### src/hdl/ght_ram.sv
// ----------------------------------------------------------------------------
// ght_ram
// Simple dual-port synchronous RAM, one write port, one registered read port.
// ----------------------------------------------------------------------------
module ght_ram #(
    parameter int WIDTH = 8,
    parameter int DEPTH = 256
) (
    input  logic                     i_clk,
    input  logic                     i_we,
    input  logic [$clog2(DEPTH)-1:0] i_waddr,
    input  logic [WIDTH-1:0]         i_wdata,
    input  logic                     i_re,
    input  logic [$clog2(DEPTH)-1:0] i_raddr,
    output logic [WIDTH-1:0]         o_rdata
);

    logic [WIDTH-1:0] r_mem [DEPTH];
    logic [WIDTH-1:0] r_rdata;

    always_ff @(posedge i_clk) begin
        if (i_we) begin
            r_mem[i_waddr] <= i_wdata;
        end
    end

    // read data holds until the next read
    always_ff @(posedge i_clk) begin
        if (i_re) begin
            r_rdata <= r_mem[i_raddr];
        end
    end

    assign o_rdata = r_rdata;

endmodule

### config.mk
export PLATFORM = sky130hd
export DESIGN_NAME = ght_ram
export DESIGN_NICKNAME = d
export VERILOG_FILES = /design/src/hdl/ght_ram.sv
export SDC_FILE = /design/constraint.sdc
export NUM_CORES = 2
export LEC_CHECK = 0
export BUFFER_PORTS_ARGS = -buffer_cell sky130_fd_sc_hd__buf_2
export CAP_MARGIN = 40
export CORE_MARGIN = 1
export CORE_UTILIZATION = 60
export DETAILED_ROUTE_END_ITERATION = 7
export PLACE_DENSITY = 0.76
export SKIP_LAST_GASP = 1
export SYNTH_ARGS = -nofsm -noshare
export SYNTH_HDL_FRONTEND = slang
export SYNTH_SLANG_ARGS = --single-unit
### constraint.sdc
create_clock -name i_clk -period 3.4 [get_ports i_clk]
set_input_delay 0.51 -clock i_clk [delete_from_list [all_inputs] [get_ports i_clk]]
set_output_delay 0.51 -clock i_clk [all_outputs]
set_load 0.02 [all_outputs]
==> results.sh <==
export IMPL_htreeDepth=4
export IMPL_ctsHoldBuffers=0
export IMPL_via_per_inst=6.81
export IMPL_grt_pass1_vias=41900
export IMPL_critical_path_top_delay_family="buffers and inverters"
export IMPL_dpl_cell_area_mm2=0.0850
export IMPL_intPower_mw=40.5
export IMPL_die_y_um=366
export IMPL_grt_ovfl_total=0
export IMPL_p_sw_mw=10.9
export IMPL_min_period_ns=2.85
export IMPL_cpPeakStageDelay_ns=0.78
export IMPL_drive_gt1_frac=0.284
export IMPL_min_path_type="input pin to flop"
export IMPL_die_w_um=366
export IMPL_period_share=0.839
export IMPL_synth_seq_area_share=0.775
export IMPL_skew_ns=0.0382
export IMPL_netlist_instances=3733
export IMPL_antenna_found_initial=17
export IMPL_leakagePower_nw=29.1
export IMPL_nNetsFinal=4247
export IMPL_crit_type="input pin to flop"
export IMPL_outcome="finished with violations"
export IMPL_core_area_mm2=0.132
export IMPL_synth_edf_count=2056
export IMPL_seqPwrFrac=0.544
export IMPL_syn_area_mm2=0.0796
export IMPL_cts_root_buf="clkbuf_16"
export IMPL_end_kind="flop"
export IMPL_crit_buf_inv=3
export IMPL_p_comb_frac=0.052
export IMPL_wl_um=200000
export IMPL_gp_congestion=0.951
export IMPL_relSlewSlack=0.381
export IMPL_final_util=0.691
export IMPL_violations="design-rule violations"
export IMPL_mostFrequentLayoutCells="edfxtp_1, mux4_2, buf_4, nor2_1, clkbuf_16"
export IMPL_cts_tree="yes"
export IMPL_final_design_area_no_fill_mm2=0.0910
export IMPL_tns_ns=0
export IMPL_drv_slew=0
export IMPL_layout_commonest_cell="edfxtp_1"
export IMPL_fin_ws_ns=0.548
export IMPL_fmax_ghz=0.351
export IMPL_num_vias=41800
export IMPL_cts_path_max_buffers=3
export IMPL_p_per_area_mw_per_mm2=565
export IMPL_port_buffer_count=34
export IMPL_cpMostUsedCell="nor4_1"
export IMPL_final_cells=6133
export IMPL_grt_pass1_wl_um=289000
export IMPL_yosysWarnings=0
export IMPL_finalPower_mw=51.4
export IMPL_synth_distinct_cells=54
export IMPL_numCtsBuffers=194
export IMPL_cp_cell_sequence="buf_8 -> buf_4 -> mux4_2 -> a22oi_1 -> a21oi_1 -> nor4_1 -> buf_2 -> nor4_1"
export IMPL_crit_arrival_ns=3.43
export IMPL_first_pass_iters=8
export IMPL_clk_latency_ns=0.83
export IMPL_grt_max_degree=129
export IMPL_wl_per_cell_um=32.6
export IMPL_cts_setup_buffers=0
export IMPL_drt_iter0_drc=6097
export IMPL_remaining_drc_errors=2
export IMPL_ys_flop_type="edfxtp_1"
export IMPL_area_growth_pct=14.3
export IMPL_cts_resized=0
export IMPL_grtUsageTotal=0.301
export IMPL_clockPowerShare=0.403
export IMPL_worst_pin_slew_ns=0.916
export IMPL_syn_nets=3760
export IMPL_rsz0062_at_grt="false"
export IMPL_clk_pin_slew_ns=0.06
export IMPL_swShare=0.212
export IMPL_synth_async_reset_ratio=0
export IMPL_synth_seq_cells=2056
export IMPL_start_kind="input pin"
export IMPL_critPathSlowestCell="nor4_1"
export IMPL_path_max_fanout=22
export IMPL_peakVddDrop_mv=0.485
export IMPL_clock_sinks=2056
export IMPL_max_cap_violations=0
export IMPL_pin_count=35
export IMPL_post_place_ws_ns=-0.177
export IMPL_hpwlAfterDp_um=124000
export IMPL_dieArea_mm2=0.134
export IMPL_placementRows=133
export IMPL_hold_ws_ns=0.157
export IMPL_ant_nets=0
export IMPL_hold_violations=0
export IMPL_start_util=0.605
export IMPL_setup_viol=0
export IMPL_dp_cells=5778
export IMPL_cp_required_ns=3.98
export IMPL_syn_mean_instance_area_um2=21.3
[registers in the layout (all words and copies together) (netlist names)]
| signal | count |
|---|---|
| o_rdata | 8 |
| r_mem | 2048 |
[cell families after synthesis]
group           synth area share
compound gates            0.0342
simple gates              0.0263
flops                      0.775
buf+inv                   0.0183
mux                        0.146
[power groups by stage]
stage                     Combinational [mW]  Sequential (mW)  Clock [mW]
after floorplan                         1.36             28.5           0
after global placement                  2.59             28.5           0
after detailed placement                2.64             28.5           0
after CTS                               2.66             28.0        20.9
after global routing                    2.80             28.0        21.8
final                                   2.70             28.0        20.8
[final cells by class]
cell class	count	area, µm²
clock inverter	99	882
antenna	3	7.51
inverter	2	7.51
timing repair buffer	524	4560
fill	7628	40600
tap	1755	2200
sequential	2056	61700
clock buffer	252	5110
multi-input combinational	1442	16500
[synthesized netlist by cell type, types with 5 or more instances]
cell | instances | area share
a211oi_1 | 16 | 0.0015
a21oi_1 | 96 | 0.0060
a221oi_1 | 13 | 0.0014
a22o_1 | 8 | 0.00088
a22oi_1 | 133 | 0.013
and2_1 | 6 | 0.00047
buf_1 | 22 | 0.0010
buf_12 | 8 | 0.0020
buf_2 | 31 | 0.0019
buf_4 | 27 | 0.0025
buf_6 | 21 | 0.0030
buf_8 | 13 | 0.0025
clkbuf_1 | 111 | 0.0052
edfxtp_1 | 2056 | 0.78
mux2i_1 | 134 | 0.017
mux4_2 | 454 | 0.13
nand2_1 | 33 | 0.0016
nand2b_1 | 8 | 0.00063
nand3_1 | 34 | 0.0021
nand4_1 | 10 | 0.00079
nor2_1 | 282 | 0.013
nor2b_1 | 31 | 0.0024
nor3_1 | 22 | 0.0014
nor4_1 | 24 | 0.0019
o211ai_1 | 10 | 0.00094
o21ai_0 | 10 | 0.00063
o221ai_1 | 46 | 0.0051
o22a_1 | 5 | 0.00055
o22ai_1 | 28 | 0.0022
[layer usage]
metal | vias to the layer above | global-route usage | share of wire
li1 | 16700 | - | -
met3 | 552 | 0.0700 | 0.12
met2 | 2925 | 0.473 | 0.48
met4 | 24 | 0.128 | 0.046
met5 | - | 0 | 0.00079
met1 | 21600 | 0.409 | 0.35
[worst paths after layout]
path	from	endpoint	slack [ns]	cells past startpoint
worst max-delay path	i_raddr[0]	o_rdata[1]	0.55	8
worst min-delay path	i_re	o_rdata[1]	0.16	1
worst max register to register	r_mem[211][1]	o_rdata[1]	0.64	6
worst min register to register	r_mem[52][5]	o_rdata[5]	1.27	6
(Power assumes the default switching activity.)
